**src/rtl/saa_pkg.sv**
```systemverilog
// ----------------------------------------------------------------------------
// Skyline atlas allocator package
// Sizes, payload types and memory port bundles shared by the allocator files.
// ----------------------------------------------------------------------------
`default_nettype none

package saa_pkg;

	// Atlas geometry.
	localparam int ATLAS_COLUMNS = 1024;
	localparam int IDX_W = $clog2(ATLAS_COLUMNS);
	localparam int CNT_W = $clog2(ATLAS_COLUMNS + 1);
	localparam int E_W = IDX_W + 1;

	// Field widths of the channels.
	localparam int H_W = 11;
	localparam int WID_W = 11;
	localparam int POS_W = 10;
	localparam int CMP_W = (WID_W > CNT_W) ? WID_W : CNT_W;

	// Height limit after reset.
	localparam logic [H_W-1:0] LIMIT_RST = H_W'(512);

	// One result item.
	typedef struct packed {
		logic             success;
		logic [POS_W-1:0] pos_x;
		logic [POS_W-1:0] pos_y;
	} res_t;

	// Write port of a column memory.
	typedef struct packed {
		logic             we;
		logic [IDX_W-1:0] addr;
		logic [H_W-1:0]   data;
	} mem_wr_t;

endpackage

`default_nettype wire

```
**src/rtl/saa_if.sv**
```systemverilog
// ----------------------------------------------------------------------------
// Skyline atlas allocator channel interfaces
// Valid/ready channels for requests, results and the height limit register.
// ----------------------------------------------------------------------------
`default_nettype none

// Rectangle request channel.
interface saa_req_if;
	import saa_pkg::*;
	logic             valid;
	logic             ready;
	logic [WID_W-1:0] req_width;
	logic [H_W-1:0]   req_height;

	modport source (output valid, output req_width, output req_height, input ready);
	modport sink (input valid, input req_width, input req_height, output ready);
endinterface


// Height limit write channel.
interface saa_cfg_if;
	import saa_pkg::*;
	logic           valid;
	logic           ready;
	logic [H_W-1:0] height_limit;

	modport source (output valid, output height_limit, input ready);
	modport sink (input valid, input height_limit, output ready);
endinterface

`default_nettype wire

```
**src/rtl/saa_ctrl.sv**
```systemverilog
// ----------------------------------------------------------------------------
// Skyline atlas allocator sequencer
// Clears the skyline after reset, then for each request of usable width runs a
// prefix-max pass and a suffix-max pass over the columns to find the lowest
// window and, if the rectangle fits, writes the raised columns back.
// ----------------------------------------------------------------------------
`default_nettype none

module saa_ctrl (
	input  wire logic                   clk,
	input  wire logic                   arst_n,
	saa_req_if.sink                     req,
	saa_cfg_if.sink                     cfg,
	output logic                        res_valid,
	input  wire logic                   res_ready,
	output saa_pkg::res_t               res_data,
	output saa_pkg::mem_wr_t            hmem_wr,
	output logic [saa_pkg::IDX_W-1:0]   hmem_raddr,
	input  wire logic [saa_pkg::H_W-1:0] hmem_rdata,
	output saa_pkg::mem_wr_t            pmem_wr,
	output logic [saa_pkg::IDX_W-1:0]   pmem_raddr,
	input  wire logic [saa_pkg::H_W-1:0] pmem_rdata
);

	import saa_pkg::*;

	typedef enum logic [3:0] {
		ST_CLEAR,
		ST_IDLE,
		ST_PASS1,
		ST_GAP,
		ST_PASS2,
		ST_DRAIN,
		ST_DECIDE,
		ST_WRITE,
		ST_RESULT
	} state_t;

	localparam logic [IDX_W-1:0] LAST_COL = IDX_W'(ATLAS_COLUMNS - 1);

	state_t           state_q;
	logic [IDX_W-1:0] cnt_q;
	logic [IDX_W-1:0] pos_q;
	logic [IDX_W-1:0] wm1_q;
	logic [H_W-1:0]   h_q;
	logic [H_W-1:0]   limit_q;
	logic [H_W-1:0]   run_q;
	logic [H_W-1:0]   best_q;
	logic [IDX_W-1:0] best_x_q;
	logic             found_q;
	res_t             res_q;

	logic             p1_s1;
	logic             p2_s1;
	logic [IDX_W-1:0] x_s1;
	logic [IDX_W-1:0] pos_s1;
	logic             win_s1;
	logic             first_s1;

	logic [E_W-1:0]   e_addr;
	logic [H_W-1:0]   run_max;
	logic [H_W-1:0]   pfx;
	logic [H_W-1:0]   sfx;
	logic [H_W-1:0]   run_nxt;
	logic [H_W-1:0]   win_max;
	logic             take;
	logic [H_W:0]     top_sum;
	logic             fit;
	logic             bad_width;

	// Window end column for the start column being issued.
	assign e_addr = E_W'(cnt_q) + E_W'(wm1_q);

	// Running block maximum: prefix in the first pass, suffix in the second.
	assign run_max = (hmem_rdata > run_q) ? hmem_rdata : run_q;
	assign pfx = (pos_s1 == '0) ? hmem_rdata : run_max;
	assign sfx = (first_s1 || (pos_s1 == wm1_q)) ? hmem_rdata : run_max;
	assign run_nxt = p1_s1 ? pfx : sfx;

	// Window maximum joins the suffix of its first block and prefix of its last.
	assign win_max = (sfx > pmem_rdata) ? sfx : pmem_rdata;
	assign take = p2_s1 && win_s1 &&
		((win_max < best_q) || (found_q && (win_max == best_q)));

	// Fit test on the chosen base.
	assign top_sum = {1'b0, best_q} + {1'b0, h_q};
	assign fit = found_q && (top_sum <= {1'b0, limit_q});

	// Widths of zero or beyond the atlas fail at once.
	assign bad_width = (req.req_width == '0) ||
		(CMP_W'(req.req_width) > CMP_W'(ATLAS_COLUMNS));

	// Handshakes.
	assign req.ready = (state_q == ST_IDLE);
	assign cfg.ready = 1'b1;
	assign res_valid = (state_q == ST_RESULT);
	assign res_data = res_q;

	// Memory read addresses.
	assign hmem_raddr = cnt_q;
	assign pmem_raddr = e_addr[IDX_W-1:0];

	// Prefix memory is written from the first-pass stage.
	assign pmem_wr = '{we: p1_s1, addr: x_s1, data: pfx};

	// Skyline write port: clearing pass or write-back of the placed columns.
	always_comb begin
		hmem_wr = '{we: 1'b0, addr: cnt_q, data: '0};
		unique case (state_q)
			ST_CLEAR: begin
				hmem_wr = '{we: 1'b1, addr: cnt_q, data: '0};
			end
			ST_WRITE: begin
				hmem_wr = '{we: 1'b1, addr: best_x_q + cnt_q, data: top_sum[H_W-1:0]};
			end
			default: begin
				hmem_wr = '{we: 1'b0, addr: cnt_q, data: '0};
			end
		endcase
	end

	// Sequencer, scan stage and result register.
	always_ff @(posedge clk or negedge arst_n) begin
		if (!arst_n) begin
			state_q  <= ST_CLEAR;
			cnt_q    <= '0;
			pos_q    <= '0;
			wm1_q    <= '0;
			h_q      <= '0;
			limit_q  <= LIMIT_RST;
			run_q    <= '0;
			best_q   <= '0;
			best_x_q <= '0;
			found_q  <= 1'b0;
			res_q    <= '0;
			p1_s1    <= 1'b0;
			p2_s1    <= 1'b0;
			x_s1     <= '0;
			pos_s1   <= '0;
			win_s1   <= 1'b0;
			first_s1 <= 1'b0;
		end else begin
			// Height limit register.
			if (cfg.valid) begin
				limit_q <= cfg.height_limit;
			end

			// Scan stage follows the read issued in the previous cycle.
			p1_s1    <= (state_q == ST_PASS1);
			p2_s1    <= (state_q == ST_PASS2);
			x_s1     <= cnt_q;
			pos_s1   <= pos_q;
			win_s1   <= (e_addr <= E_W'(ATLAS_COLUMNS - 1));
			first_s1 <= (cnt_q == LAST_COL);
			if (p1_s1 || p2_s1) begin
				run_q <= run_nxt;
			end
			if (take) begin
				best_q   <= win_max;
				best_x_q <= x_s1;
				found_q  <= 1'b1;
			end

			unique case (state_q)
				ST_CLEAR: begin
					// The counter wraps to zero after the last column.
					cnt_q <= cnt_q + IDX_W'(1);
					if (cnt_q == LAST_COL) begin
						state_q <= ST_IDLE;
					end
				end
				ST_IDLE: begin
					if (req.valid) begin
						h_q     <= req.req_height;
						wm1_q   <= IDX_W'(req.req_width - WID_W'(1));
						best_q  <= limit_q;
						found_q <= 1'b0;
						cnt_q   <= '0;
						pos_q   <= '0;
						if (bad_width) begin
							res_q   <= '0;
							state_q <= ST_RESULT;
						end else begin
							state_q <= ST_PASS1;
						end
					end
				end
				ST_PASS1: begin
					cnt_q <= cnt_q + IDX_W'(1);
					pos_q <= (pos_q == wm1_q) ? '0 : pos_q + IDX_W'(1);
					if (cnt_q == LAST_COL) begin
						state_q <= ST_GAP;
					end
				end
				ST_GAP: begin
					// Last prefix write lands here; the second pass starts at the top.
					cnt_q   <= LAST_COL;
					pos_q   <= pos_s1;
					state_q <= ST_PASS2;
				end
				ST_PASS2: begin
					cnt_q <= cnt_q - IDX_W'(1);
					pos_q <= (pos_q == '0) ? wm1_q : pos_q - IDX_W'(1);
					if (cnt_q == '0) begin
						state_q <= ST_DRAIN;
					end
				end
				ST_DRAIN: begin
					state_q <= ST_DECIDE;
				end
				ST_DECIDE: begin
					cnt_q <= '0;
					if (fit) begin
						state_q <= ST_WRITE;
					end else begin
						res_q   <= '0;
						state_q <= ST_RESULT;
					end
				end
				ST_WRITE: begin
					cnt_q <= cnt_q + IDX_W'(1);
					if (cnt_q == wm1_q) begin
						res_q   <= '{success: 1'b1, pos_x: POS_W'(best_x_q),
							pos_y: POS_W'(best_q)};
						state_q <= ST_RESULT;
					end
				end
				ST_RESULT: begin
					if (res_ready) begin
						state_q <= ST_IDLE;
					end
				end
				default: begin
					state_q <= ST_IDLE;
				end
			endcase
		end
	end

endmodule

`default_nettype wire

```
**src/flat_wrapper.sv**
```systemverilog
// flat-port wrapper written by rule: the top's interface ports become plain ports
module saa_ctrl_flat import saa_pkg::*;
  (clk, arst_n, res_valid, res_ready, res_data, hmem_wr, hmem_raddr, hmem_rdata, pmem_wr, pmem_raddr, pmem_rdata, req_valid, req_req_width, req_req_height, req_ready, cfg_valid, cfg_height_limit, cfg_ready);
  saa_req_if req_i ();
  saa_cfg_if cfg_i ();
  input  wire logic clk;
  input  wire logic arst_n;
  output logic res_valid;
  input  wire logic res_ready;
  output saa_pkg::res_t res_data;
  output saa_pkg::mem_wr_t hmem_wr;
  output logic [saa_pkg::IDX_W-1:0] hmem_raddr;
  input  wire logic [saa_pkg::H_W-1:0] hmem_rdata;
  output saa_pkg::mem_wr_t pmem_wr;
  output logic [saa_pkg::IDX_W-1:0] pmem_raddr;
  input  wire logic [saa_pkg::H_W-1:0] pmem_rdata;
  input wire logic [$bits(req_i.valid)-1:0] req_valid;
  input wire logic [$bits(req_i.req_width)-1:0] req_req_width;
  input wire logic [$bits(req_i.req_height)-1:0] req_req_height;
  output wire logic [$bits(req_i.ready)-1:0] req_ready;
  input wire logic [$bits(cfg_i.valid)-1:0] cfg_valid;
  input wire logic [$bits(cfg_i.height_limit)-1:0] cfg_height_limit;
  output wire logic [$bits(cfg_i.ready)-1:0] cfg_ready;
  assign req_i.valid = req_valid;
  assign req_i.req_width = req_req_width;
  assign req_i.req_height = req_req_height;
  assign req_ready = req_i.ready;
  assign cfg_i.valid = cfg_valid;
  assign cfg_i.height_limit = cfg_height_limit;
  assign cfg_ready = cfg_i.ready;
  saa_ctrl u_core (.clk(clk), .arst_n(arst_n), .req(req_i), .cfg(cfg_i), .res_valid(res_valid), .res_ready(res_ready), .res_data(res_data), .hmem_wr(hmem_wr), .hmem_raddr(hmem_raddr), .hmem_rdata(hmem_rdata), .pmem_wr(pmem_wr), .pmem_raddr(pmem_raddr), .pmem_rdata(pmem_rdata));
endmodule
```
**config.mk**
```make
export PLATFORM = sky130hd
export DESIGN_NAME = saa_ctrl_flat
export DESIGN_NICKNAME = d
export VERILOG_FILES = /design/src/rtl/saa_pkg.sv /design/src/rtl/saa_if.sv /design/src/rtl/saa_ctrl.sv /design/src/flat_wrapper.sv
export SDC_FILE = /design/constraint.sdc
export NUM_CORES = 1
export LEC_CHECK = 0
export ABC_AREA = 1
export BUFFER_PORTS_ARGS = -buffer_cell sky130_fd_sc_hd__clkbuf_2
export CORE_MARGIN = 10
export CORE_UTILIZATION = 29
export CTS_BUF_LIST = sky130_fd_sc_hd__clkbuf_8
export CTS_CLUSTER_SIZE = 24
export DETAILED_ROUTE_END_ITERATION = 16
export SLEW_MARGIN = 20
export SYNTH_ARGS = -nofsm -noshare
export SYNTH_HDL_FRONTEND = slang
export SYNTH_SLANG_ARGS = --single-unit
```
**constraint.sdc**
```tcl
create_clock -name clk -period 13.45 [get_ports clk]
set_input_delay 2.69 -clock clk [delete_from_list [all_inputs] [get_ports clk]]
set_output_delay 2.69 -clock clk [all_outputs]
set_load 0.01 [all_outputs]
```
Word level (Yosys, flattened, before mapping)
Cells that the tools add are included. Widths: inputs -> output; s select.

Add/subtract/negate cells: 8. Order comparisons: 6. Equality and inequality tests: 21. Multiplexer cells: 31. Reductions and logical operators: 22.

Operator list (count): $mux 11 (8); $mux 21 (4); $pmux 21 s3 (1); $pmux 10 s5 (1); $pmux 22 s2 (1); $pmux 10 s4 (1); $pmux 4 s9 (1); $mux 4 (8); $eq 10x10->1 (3); $logic_not 10->1 (3); $mux 10 (3); $sub 10x1->10 const B (3); $gt 11x11->1 (2); $add 10x1->10 const B (2); $eq 4x3->1 const B (4); $add 11x11->12 (1); $le 12x11->1 (1); $add 10x10->11 (1); $eq 11x11->1 (1); $gt 11x11->1 const B (1); $le 11x10->1 const B (1); $logic_not 11->1 (1); $lt 11x11->1 (1); $add 10x10->10 (1); other kinds (17) (34).

Bits in registers: 134. Input bits: 60. Word-level logic and storage cells: 107.

Longest topological paths before layout
Gate-level depths: netlist of the first run.

Word-level depth: 12. Mapped depth: 34. Depth with buffers taken out: 33.

Worst setup path after synthesis of the first run
No wires, ideal clock.

Path type: input to output. From: input port hmem_rdata[10] (netlist name). To: output port pmem_wr[0] (netlist name). Arrival: 3.944 ns. Data required time: 10.760 ns. Path slack: 6.816 ns. Stages on the path: 8. Path through: ha_1 nand2_1 nor2_1 nand3_1 nand3_1 buf_4 nand3_1 a31oi_1.

RTL lines: from (decl) (RTL line flat_wrapper.sv:13) `input wire logic [saa_pkg::H_W-1:0] hmem_rdata;`; to (decl) (RTL line flat_wrapper.sv:14) `output saa_pkg::mem_wr_t pmem_wr;`.

Worst setup path after layout of the first run
From: input port hmem_rdata[9] (netlist name). To: register u_core.best_q[10].

Longest elaborated chain between the ends: 12.

RTL lines: $gt 11x11->1 (RTL line saa_ctrl.sv:75) `assign run_max = (hmem_rdata > run_q) ? hmem_rdata : run_q;`; $mux 11 (RTL line saa_ctrl.sv:75); $mux 11 * (RTL line saa_ctrl.sv:77) `assign sfx = (first_s1 || (pos_s1 == wm1_q)) ? hmem_rdata : run_max;`; $gt 11x11->1 (RTL line saa_ctrl.sv:81) `assign win_max = (sfx > pmem_rdata) ? sfx : pmem_rdata;`; $mux 11 * (RTL line saa_ctrl.sv:81); branches (longest 4 deep; another with $lt 11x11->1); $mux 11 * (RTL line saa_ctrl.sv:158) `if (take) begin`; $mux 11 (RTL line saa_ctrl.sv:173) `if (req.valid) begin`; $mux 11 * (RTL line saa_ctrl.sv:164) `unique case (state_q)`; to (signal assigned) (RTL line saa_ctrl.sv:159) `best_q <= win_max;`; to (signal assigned) (RTL line saa_ctrl.sv:176) `best_q <= limit_q;`; to (decl) (RTL line saa_ctrl.sv:48) `logic [H_W-1:0] best_q;`.

Every way passes the cells marked *. A chain may end at the register's enable or synchronous reset.

==> results of run 1 <==
stage by stage:
| stage | util, % | worst slack, ns |
|---|---|---|
| final | 34.01 | 5.306 |
| after global placement | 32.73 | 5.153 |
| after detailed placement | 32.73 | 4.893 |
| after global routing | 34.01 | 4.750 |
| after CTS | 34.01 | 5.408 |
| after floorplan | - | 6.816 |
kinds of logic (layout without fill, tap and decap cells):
kind of cell	after synthesis	count (layout)	share of synthesized area, %
buffers and inverters	215	357	8.652
other	1	1	0.03819
flip-flops	134	134	34.16
AO/OA/AOI/OAI	206	206	12.32
multiplexers	1	1	0.1147
AND/OR/NAND/NOR	675	675	29.19
adder cells (fa/ha/maj)	90	90	11.77
XOR/XNOR	42	42	3.746
flip-flops by register name, summed over array words and instances, names as in the netlist, 11 cells and up:
signal	count
u_core.res_data	21
u_core.h_q	11
u_core.limit_q	11
u_core.best_q	11
u_core.run_q	11
cell type report:
type | instances | area, um2
clock buffers | 17 | 234.0
fillers | 3623 | 22070
repair buffers | 148 | 752.0
well taps | 448 | 560.5
inverters | 177 | 664.4
clock inverters | 15 | 193.9
flip-flops and latches | 134 | 3354
multi-input cells | 1015 | 5615
worst paths after layout:
check	cells past startpoint	start	endpoint	slack [ns]
worst max-delay path	30	hmem_rdata[9]	u_core.best_q[10]	5.31
worst min-delay path	2	u_core.res_data[18]	u_core.res_data[18]	0.48
worst max register to register	30	u_core.run_q[10]	u_core.best_q[10]	7.20
worst min register to register	2	u_core.res_data[18]	u_core.res_data[18]	0.48
max in group asynchronous	2	arst_n	u_core.x_s1[3]	9.85
min in group asynchronous	1	arst_n	u_core.wm1_q[7]	2.20
worst register-to-register path, delay by kind of cell (launching register included):
kind / cells / cell delay (ns)
adders and majority gates: 3 / 0.88
DFF: 1 / 0.39
buffers and inverters: 4 / 1.08
AOI/OAI and AO/OA: 5 / 0.85
and+or+nand+nor: 18 / 2.95
layer usage:
layer,share of wire [%],global-route usage [%],up-vias
met4,1.4,4.126,0
met2,47,25.94,245
met1,47,20.32,4481
met3,5.1,3.440,31
met5,0,0,-
li1,-,-,4744
power breakdown:
part,switching [W],internal [W],total [W]
Combinational,0.00147,0.000808,0.00228
Clock,0.000186,0.000189,0.000374
Sequential,0.000198,0.000536,0.000734
Total,0.00185,0.00153,0.00338
cells in the mapped netlist (4+ instances only):
library cell,instances,share of area (%)
o21bai_1,6,0.46
nand2_1,411,16
nor3_1,9,0.46
o22ai_1,5,0.32
nand3_1,110,5.6
nor4_1,11,0.70
nor2_1,86,3.3
clkbuf_1,14,0.54
inv_1,166,6.3
inv_2,10,0.38
xor2_1,39,3.5
nor2_2,6,0.38
buf_2,12,0.61
o2111ai_1,4,0.36
nor2_4,4,0.46
o21a_1,11,0.84
nand4_1,24,1.5
a31oi_1,5,0.32
buf_1,4,0.15
a21o_1,5,0.38
dfrtp_1,133,34
fa_1,4,0.82
or2_2,5,0.32
buf_4,7,0.54
o211ai_1,21,1.6
ha_1,86,11
a21oi_1,65,3.3
o21ai_1,12,0.61
nand2_2,4,0.25
o21ai_0,57,2.9
==> results by group, run 1 <==
Timing
  • Worst slew pin tran: 0.9792 ns
  • Final period utilization: 60.55%
  • Setup TNS: 0 ns
  • RSZ-0062 raised after global routing: no
  • Fin. Hold Viols: 0
  • Setup violators final: 0
  • Relative slew margins: between 30% and 40%
  • Clock skew: approximately 0.022 ns
  • Min Clock Period, post-route: 8.144 ns
  • Hold slack: 0.4766 ns
  • Max Slew Vio Count: 0
  • Peak Freq: between 0.1 and 0.15 GHz

Layout
  • Final instance area: roughly 0.011 mm2
  • Commonest non-fill, non-tap cell in the layout: nand2_1
  • Layout area overhead: 15.84%
  • Post-Layout Cell Count: 1954
  • Share of post-route cells with drive strength above 1: 14.21%
  • Ant. Diodes: 0
  • Final #Nets: 1643
  • Most frequent cells in the layout: 411 x nand2_1, 166 x inv_1, 145 x clkbuf_2

Setup path
  • Crit path largest cell delay: 0.60 ns
  • Critical path capture point type: flip-flop
  • Crit-path leading delay family: simple AND/OR/NAND/NOR gates
  • CP Max Fanout: 22
  • CP most frequent cell: nand2_1
  • Slowest-stage cell, CP: inv_1
  • Worst Path Arrival: 8.50 ns
  • Worst path required time: 13.80 ns
  • Crit Path Category: primary input to flip-flop
  • Worst path buffer plus inverter count: 4
  • Type of origin of the critical path: primary input

Floorplanning
  • Die area: 0.04162 mm2
  • Placement Rows: 67
  • Core area: 0.03345 mm2
  • Die height: just over 200 um
  • Die width: 204.0 um
  • I/O Pins: roughly 150
  • Starting density of the core: between 20% and 30%

Synth
  • Post-synth EDFFs: 0
  • Syn Area/Cell: 7.199 um2
  • Asr flop ratio synth: 100.0%
  • Post-Syn Nets: between 1500 and 2000
  • Post-synthesis sequential area ratio: between 30% and 40%
  • Synth cell types: 48
  • Post-synth top flop: dfrtp_1
  • Synth Instances: 1364
  • Seq cells post-synth: 134
  • Yosys warnings: 0
  • Synthesized area: 0.009819 mm2

Detailed routing
  • Initial drt markers: 604
  • Via count: 9501
  • Vias/cell: about 4.9
  • ANT nets after route: 0
  • WL final: between 30 and 40 mm
  • Drt pass-1 iters: 5
  • Routed len/inst: 16.87 um
  • Drc violations: 0

CTS
  • Post-CTS Resized: 0
  • H-tree depth: 4
  • Clock root buffer: clkbuf_8
  • Clock-pin slew on the worst setup and hold paths: 0.09 ns
  • Post-CTS setup buffer count: 0
  • CTS Buffer Depth: 2
  • CTS tree: done
  • Clk_lat worst skew: 0.47 ns
  • Clk sinks: 134
  • Post-CTS Hold Buffers: 0
  • Num CTS Buffers: 17

Global routing
  • Pin count of the biggest net entering global routing: approximately 70
  • Initial antenna violation count: 0
  • Number of global-route vias before repair: between 9000 and 10000
  • Total gr overflow: 0
  • GRT Total Usage: 15.71%
  • Global-route wire length before repair: between 50 and 60 mm

Placed design
  • Placed instance count: 1922
  • GPL Wtd Cong: between 0.9 and 1
  • Hpwl dp: 25.86 mm
  • PortBufs: between 100 and 150
  • Post-DP Area: 0.01095 mm2

Power and ir drop
  • Peak supply drop: 0.0001604 V
  • Leakage power total: 6.145 nW
  • Cell Pwr Density: 297.5 mW/mm2
  • Total power: 0.003384 W

Worst hold path
  • HP Class: flip-flop to flip-flop

Status
  • Outcome: finished clean

Run
  • Max_cap viols: 0
(Power assumes the default switching activity.)
==> inputs of run 2 (changes only) <==
--- a/config.mk
+++ b/config.mk
@@ -5,7 +5,7 @@
 export SDC_FILE = /design/constraint.sdc
 export NUM_CORES = 1
 export LEC_CHECK = 0
-export ABC_AREA = 1
+export ABC_AREA = 0
 export BUFFER_PORTS_ARGS = -buffer_cell sky130_fd_sc_hd__clkbuf_2
 export CORE_MARGIN = 10
 export CORE_UTILIZATION = 29
==> constraint.sdc (replaced) <==
create_clock -name clk -period 6.8 [get_ports clk]
set_input_delay 1.36 -clock clk [delete_from_list [all_inputs] [get_ports clk]]
set_output_delay 1.36 -clock clk [all_outputs]
set_load 0.01 [all_outputs]
==> run 2 against run 1 <==
Against the previous run:
- cell area down 5.2%
- clock power up 110%
- critical path type unchanged
- routed wire length down 16%
- die area down 5.4%
- sequential cell count unchanged
- combinational power up 54%
- utilization up 0.27 points
- first-iteration DRC count down 26%
- sequential share of layout area up 1.6 points
- global-route usage down 1.6 points
- area after synthesis down 6.0%
==> results by group, run 2 <==
Setup path
  • Crit Path Category: primary input to flip-flop
  • Worst Path Arrival: 6.77 ns
  • CP Max Fanout: 12
  • Type of origin of the critical path: primary input
  • End of the worst register-to-register path: u_core.best_x_q[8]
  • Reg2reg start: u_core.run_q[6]
  • Worst path required time: 7.19 ns
  • Register-to-register setup slack: roughly 1.0 ns
  • Critical path capture point type: flip-flop
  • CP startpoint: hmem_rdata[6]
  • Worst r2r path cells: 25

Placed design
  • PortBufs: roughly 150
  • Setup WS pre-CTS: -0.06610 ns
  • GPL Wtd Cong: around 0.91
  • Post-DP Area: 0.01032 mm2
  • Hpwl dp: 21.87 mm

Detailed routing
  • WL final: 27.80 mm
  • Routed len/inst: 18.08 um
  • Initial drt markers: 444
  • Drc violations: 0
  • Via count: a little under 8000
  • ANT nets after route: 0
  • Vias/cell: between 5 and 6
  • Drt pass-1 iters: 5

Synth
  • Synth cell types: 72
  • Synth Instances: a little under 1000
  • Post-synth top area cell: dfrtp_1
  • Post-Syn Nets: 1143
  • Most frequent cell after synthesis: dfrtp_1
  • Synthesized area: about 0.0092 mm2
  • Yosys warnings: 0
  • Post-synth EDFFs: 0
  • Post-synth top flop: dfrtp_1
  • Yosys top cell area share: between 30% and 40%
  • Post-synthesis sequential area ratio: a little over a third
  • Seq cells post-synth: 134
  • Most area-consuming cells after synthesis: dfrtp_1 36%, ha_1 12%, nand2_1 4.6%
  • Synth top cells by count: 133 x dfrtp_1, 114 x nand2_1, 86 x ha_1
  • Asr flop ratio synth: 100.0%
  • Syn Area/Cell: 9.298 um2

Floorplanning
  • Placement Rows: 65
  • Die area: between 0.03 and 0.04 mm2
  • Die height: 198.4 um
  • Starting density of the core: 29.33%
  • Die width: ~200 um
  • Core area: 0.03147 mm2
  • I/O Pins: ~150

CTS
  • Clk sinks: around 130
  • H-tree depth: 4
  • Clock root buffer: clkbuf_8
  • Post-CTS setup buffer count: 0
  • Clk_lat worst skew: 0.45 ns
  • CTS Buffer Depth: 2
  • Num CTS Buffers: 17
  • CTS tree: done
  • Post-CTS Hold Buffers: 0
  • Clock-pin slew on the worst setup and hold paths: 0.09 ns

Layout
  • Most frequent cells in the layout: 145 x clkbuf_2, 133 x dfrtp_1, 114 x nand2_1
  • Max reg flops: 21
  • Commonest non-fill, non-tap cell in the layout: clkbuf_2
  • Final instance area: 0.01079 mm2
  • Share of post-route cells with drive strength above 1: a little under a quarter
  • Ant. Diodes: 0
  • Layout area overhead: 16.84%
  • Final #Nets: 1272
  • Area taken by multi-input logic gates: about 0.0054 mm2
  • FF/Latch Area: 0.003354 mm2
  • FILL cells: 3223

Timing
  • Fin. Hold Viols: 0
  • Clock skew: 0.01526 ns
  • Setup ws final: between 0.4 and 0.5 ns
  • Setup violators final: 0
  • RSZ-0062 raised after global routing: no
  • Min Clock Period, post-route: 6.378 ns
  • Peak Freq: 0.1568 GHz
  • Final period utilization: between 90% and 100%
  • Worst slew pin tran: 1.143 ns
  • Max Slew Vio Count: 0
  • Relative slew margins: 22.73%

Worst hold path
  • Hold Crit Depth: 2
  • Hold Path Origin: u_core.x_s1[0]
  • Hold endpoint: u_core.best_x_q[0]
  • HP Class: flip-flop to flip-flop

Global routing
  • GRT Total Usage: about 14%
  • Pin count of the biggest net entering global routing: a little over 70
  • Global-route wire length before repair: 44.08 mm
  • Initial antenna violation count: 0
  • Total gr overflow: 0
  • Number of global-route vias before repair: 7945

Power and ir drop
  • Share of power burned in registers: a little over a quarter
  • Switching pwr: 0.002793 W
  • Sw frac: 47.64%
  • Leakage power total: about 5.3 nW
  • Peak supply drop: ~0.00023 V
  • Logic pwr share: 59.8%
  • Cell Pwr Density: 543.4 mW/mm2
  • Internal: between 0.003 and 0.004 W
  • Clock network power share: 13.1%

Run
  • Max_cap viols: 0

Status
  • Outcome: finished clean
-- run 2: cell count changes after synthesis, moves of 14 or more --
cell      previous run  this run
mux2_2               1        33
o211ai_1            21         5
nand2_1            411       114
nor2_1              86        55
a22o_2               0        19
clkbuf_1            14        28
xnor2_1              3        36
nand3_1            110        13
inv_1              166        72
-- run 2: area by class of cell --
type	count	share of cell area, %
multi-input cells	741	50.06
well taps	402	4.663
inverters	73	2.540
clock buffers	17	2.169
clock inverters	15	2.018
flip-flops and latches	134	31.10
repair buffers	155	7.458
-- run 2: cell families (layout without fill, tap and decap cells) --
kind of cell / Yosys count / in the layout / share of synthesized area, %
compound gates: 253 / 253 / 18.74
xor+xnor: 62 / 62 / 5.882
fa+ha+maj: 90 / 90 / 12.52
buf+inv: 118 / 260 / 5.380
flops: 134 / 134 / 36.33
mux: 49 / 49 / 5.800
other cells: 1 / 1 / 0.04062
simple gates: 286 / 286 / 15.30
-- run 2: worst max path at each step --
stage / to / slack [ns] / depth (start not counted)
global route: u_core.best_x_q[5] / 0.1 / 25
floorplan: u_core.best_q[0] / 0.65 / 25
finish: u_core.best_x_q[8] / 0.42 / 25
global placement: u_core.best_q[8] / 0.13 / 21
detailed placement: u_core.best_x_q[7] / -0.07 / 22
CTS: u_core.best_x_q[8] / 0.42 / 22
-- run 2: metal layers --
layer | vias up | wire, um | share of wire, % | global-route usage, %
li1 | 3802 | - | - | -
met3 | 28 | 1430 | 5.1 | 3.109
met2 | 198 | 13250 | 48 | 23.58
met1 | 3760 | 12640 | 45 | 17.91
met5 | - | 0 | 0 | 0
met4 | 0 | 474 | 1.7 | 3.956
-- run 2: what timing repair did --
action                                 4_1_cts  5_1_grt
endpoints found under the hold margin        0        0
gates resized for setup                      0        1
setup endpoints to repair                    0       12
-- run 2: critical path, cell delays in order --
cell and delay (ns):
clkbuf_2 0.11, ha_1 0.33, a21oi_1 0.17, o21ai_1 0.14, a2111oi_4 0.46, o21ai_1 0.15, buf_4 0.20, mux2_2 0.29
ha_1 0.33, nand3_1 0.15, o21bai_1 0.19, a311o_1 0.38, nand2_1 0.17, o31ai_4 0.20, mux2i_1 0.37, inv_1 0.08
ha_1 0.30, nand2_1 0.07, a21oi_1 0.13, o21ai_0 0.10, a21boi_0 0.24, o21a_1 0.43, buf_4 0.26, nand2_1 0.07
nand2_1 0.07
-- run 2: power by group through the flow --
stage	Sequential [W]	Combinational (W)	Clock, W
3_3_place_gp	0.00159	0.00346	0
2_1_floorplan	0.00138	0.00264	0
5_1_grt	0.00163	0.00396	0.000828
6_report	0.00159	0.00351	0.000770
4_1_cts	0.00158	0.00353	0.000794
3_5_place_dp	0.00159	0.00351	0
-- run 2: per-stage QoR --
stage	instances	hold WS, ns	setup TNS [ns]	utilization [%]	total power [W]
2_1_floorplan	993	0.3519	0	-	0.004019
3_3_place_gp	1505	0.4629	0	32.80	0.005042
3_5_place_dp	1505	0.4710	-0.6065	32.80	0.005108
4_1_cts	1537	0.4832	0	34.24	0.005907
5_1_grt	1537	0.4982	0	34.28	0.006420
6_report	1537	0.4790	0	34.28	0.005862
==> inputs of run 3 (changes only) <==
--- a/config.mk
+++ b/config.mk
@@ -5,7 +5,7 @@
 export SDC_FILE = /design/constraint.sdc
 export NUM_CORES = 1
 export LEC_CHECK = 0
-export ABC_AREA = 0
+export ABC_AREA = 1
 export BUFFER_PORTS_ARGS = -buffer_cell sky130_fd_sc_hd__clkbuf_2
 export CORE_MARGIN = 10
 export CORE_UTILIZATION = 29
==> constraint.sdc (replaced) <==
create_clock -name clk -period 5.4 [get_ports clk]
set_input_delay 1.08 -clock clk [delete_from_list [all_inputs] [get_ports clk]]
set_output_delay 1.08 -clock clk [all_outputs]
set_load 0.01 [all_outputs]
==> run 3 against run 2 <==
Against the previous run:
- register-to-register slack got worse by 0.49 ns
- critical endpoint is now u_core.best_q[4]
- sequential cell count did not move
- combinational power rose by 69%
- setup slack got worse by 0.016 ns
- die area rose by 5.7%
- via count rose by 24%
- clock power rose by 31%
- sequential share of layout area fell by 2.7 points
- first-iteration DRC count rose by 64%
- hold slack improved by 0.0018 ns
- largest cell class unchanged
- routed wire length rose by 18%
==> results by group, run 3 (synthesis gave the netlist of run 1 again) <==
Setup path
  • Worst r2r path cells: 31
  • Crit path largest cell delay: between 0.2 and 0.3 ns
  • Critical path capture point type: flip-flop
  • Register-to-register setup slack: approximately 0.54 ns
  • CP Max Fanout: 10
  • Worst path required time: 5.75 ns
  • CP most frequent cell: nand2_1
  • Crit Path Category: primary input to flip-flop
  • Reg2reg start: u_core.wm1_q[0]
  • Worst Path Arrival: 5.34 ns
  • End of the worst register-to-register path: u_core.best_q[4]
  • Slowest-stage cell, CP: ha_1
  • Type of origin of the critical path: primary input

Timing
  • Relative slew margins: around a third
  • Final period utilization: 92.48%
  • Clock skew: roughly 0.018 ns
  • Setup violators final: 0
  • Setup TNS: 0 ns
  • Fin. Hold Viols: 0
  • Worst slew pin tran: 0.9937 ns
  • RSZ-0062 raised after global routing: no
  • Max Slew Vio Count: 0
  • Min Clock Period, post-route: between 4 and 5 ns
  • Hold slack: 0.4808 ns
  • Peak Freq: 0.2002 GHz

CTS
  • Clk sinks: about 130
  • Num CTS Buffers: 17
  • H-tree depth: 4
  • CTS Buffer Depth: 2
  • Post-CTS setup buffer count: 0
  • Clock root buffer: clkbuf_8
  • Clock-pin slew on the worst setup and hold paths: around 0.08 ns
  • CTS tree: done
  • Clk_lat worst skew: 0.47 ns

Floorplanning
  • Starting density of the core: 29.36%
  • Die area: 0.04162 mm2
  • Placement Rows: 67
  • Core area: 0.03345 mm2
  • I/O Pins: 148
  • Die width: 204.0 um
  • Die height: 204.0 um

Global routing
  • Total gr overflow: 0
  • Pin count of the biggest net entering global routing: 101
  • GRT Total Usage: 15.68%
  • Initial antenna violation count: 0
  • Global-route wire length before repair: 51.97 mm
  • Number of global-route vias before repair: 9686

Detailed routing
  • Vias/cell: about 4.8
  • WL final: 32.78 mm
  • WL met2: 15.23 mm
  • Routed len/inst: 16.37 um
  • Drc violations: 0
  • Post-Route M1 WL: ~15 mm
  • ANT nets after route: 0
  • Via count: 9669
  • Highest Signal Layer: met4
  • Drt pass-1 iters: 5
  • Routed length on met3: 1.612 mm
  • Initial drt markers: 727

Power and ir drop
  • Leakage power total: 6.393 nW
  • Cell Pwr Density: between 700 and 800 mW/mm2
  • Peak supply drop: 0.0004786 V

Layout
  • Share of post-route cells with drive strength above 1: around 17%
  • Layout area overhead: 20.20%
  • Most frequent cells in the layout: 409 x nand2_1, 166 x inv_1, 145 x clkbuf_2
  • Ant. Diodes: 0
  • Final #Nets: 1691
  • Commonest non-fill, non-tap cell in the layout: nand2_1
  • Max reg flops: 21

Run
  • Max_cap viols: 0

Worst hold path
  • Hold endpoint: u_core.res_data[18]
  • Hold Path Origin: u_core.res_data[18]
  • Hold Crit Depth: 2
  • HP Class: flip-flop to flip-flop

Placed design
  • GPL Wtd Cong: 0.8875
  • Hpwl dp: ~26 mm
  • PortBufs: 146

Status
  • Outcome: finished clean
==> run 3: cell type report <==
| class | instances | area, um2 |
|---|---|---|
| Fill cell | 3632 | 21650 |
| Multi-Input combinational cell | 1015 | 5623 |
| Sequential cell | 134 | 3354 |
| Timing Repair Buffer | 195 | 1117 |
| Inverter | 177 | 668.1 |
| Tap cell | 448 | 560.5 |
| Clock buffer | 20 | 275.3 |
| Clock inverter | 12 | 196.4 |
| Timing Repair inverter | 1 | 7.507 |
==> run 3: what timing repair did <==
item                       CTS  global route
gates resized for setup      0             5
hold buffers                 0             0
setup endpoints to repair    0            22
==> run 3: worst max-delay path, delay by kind of cell <==
family	cells	cell delay (ns)
AO/OA/AOI/OAI	4	0.62
buffers and inverters	6	0.88
AND/OR/NAND/NOR	17	1.88
adder cells (fa/ha/maj)	3	0.85
==> run 3: metrics by stage <==
stage	setup WS [ns]	std cells	util, %	total power, W	cell area [um2]
2_1_floorplan	0.4645	1364	-	0.005629	9819
3_3_place_gp	-0.02798	1969	33.82	0.007645	11310
3_5_place_dp	-0.1560	1969	33.82	0.007697	11310
4_1_cts	0.3296	2001	35.23	0.008750	11780
5_1_grt	0.002330	2002	35.29	0.009625	11800
6_report	0.4059	2002	35.29	0.008747	11800
==> run 3: per-layer routing <==
| layer | vias to the layer above | GRT usage, % |
|---|---|---|
| met2 | 252 | 25.87 |
| li1 | 4832 | - |
| met4 | 0 | 4.814 |
| met1 | 4548 | 20.40 |
| met3 | 37 | 2.853 |
| met5 | - | 0 |
==> run 3: where the power goes <==
part | leakage, nW | internal, W | total (W) | switching (W)
registers | 1.73 | 0.00134 | 0.00182 | 0.000481
clock network | 0.231 | 0.000586 | 0.00101 | 0.000423
logic | 4.43 | 0.00223 | 0.00592 | 0.00369
==> run 3: worst max-delay path by stage <==
stage	endpoint	start	cells after the start
2_1_floorplan	u_core.best_q[0]	hmem_rdata[10]	29
3_3_place_gp	u_core.best_q[10]	hmem_rdata[10]	30
3_5_place_dp	u_core.best_q[10]	hmem_rdata[10]	31
4_1_cts	u_core.best_q[4]	hmem_rdata[10]	30
5_1_grt	u_core.best_q[3]	hmem_rdata[2]	31
6_report	u_core.best_q[4]	hmem_rdata[10]	30
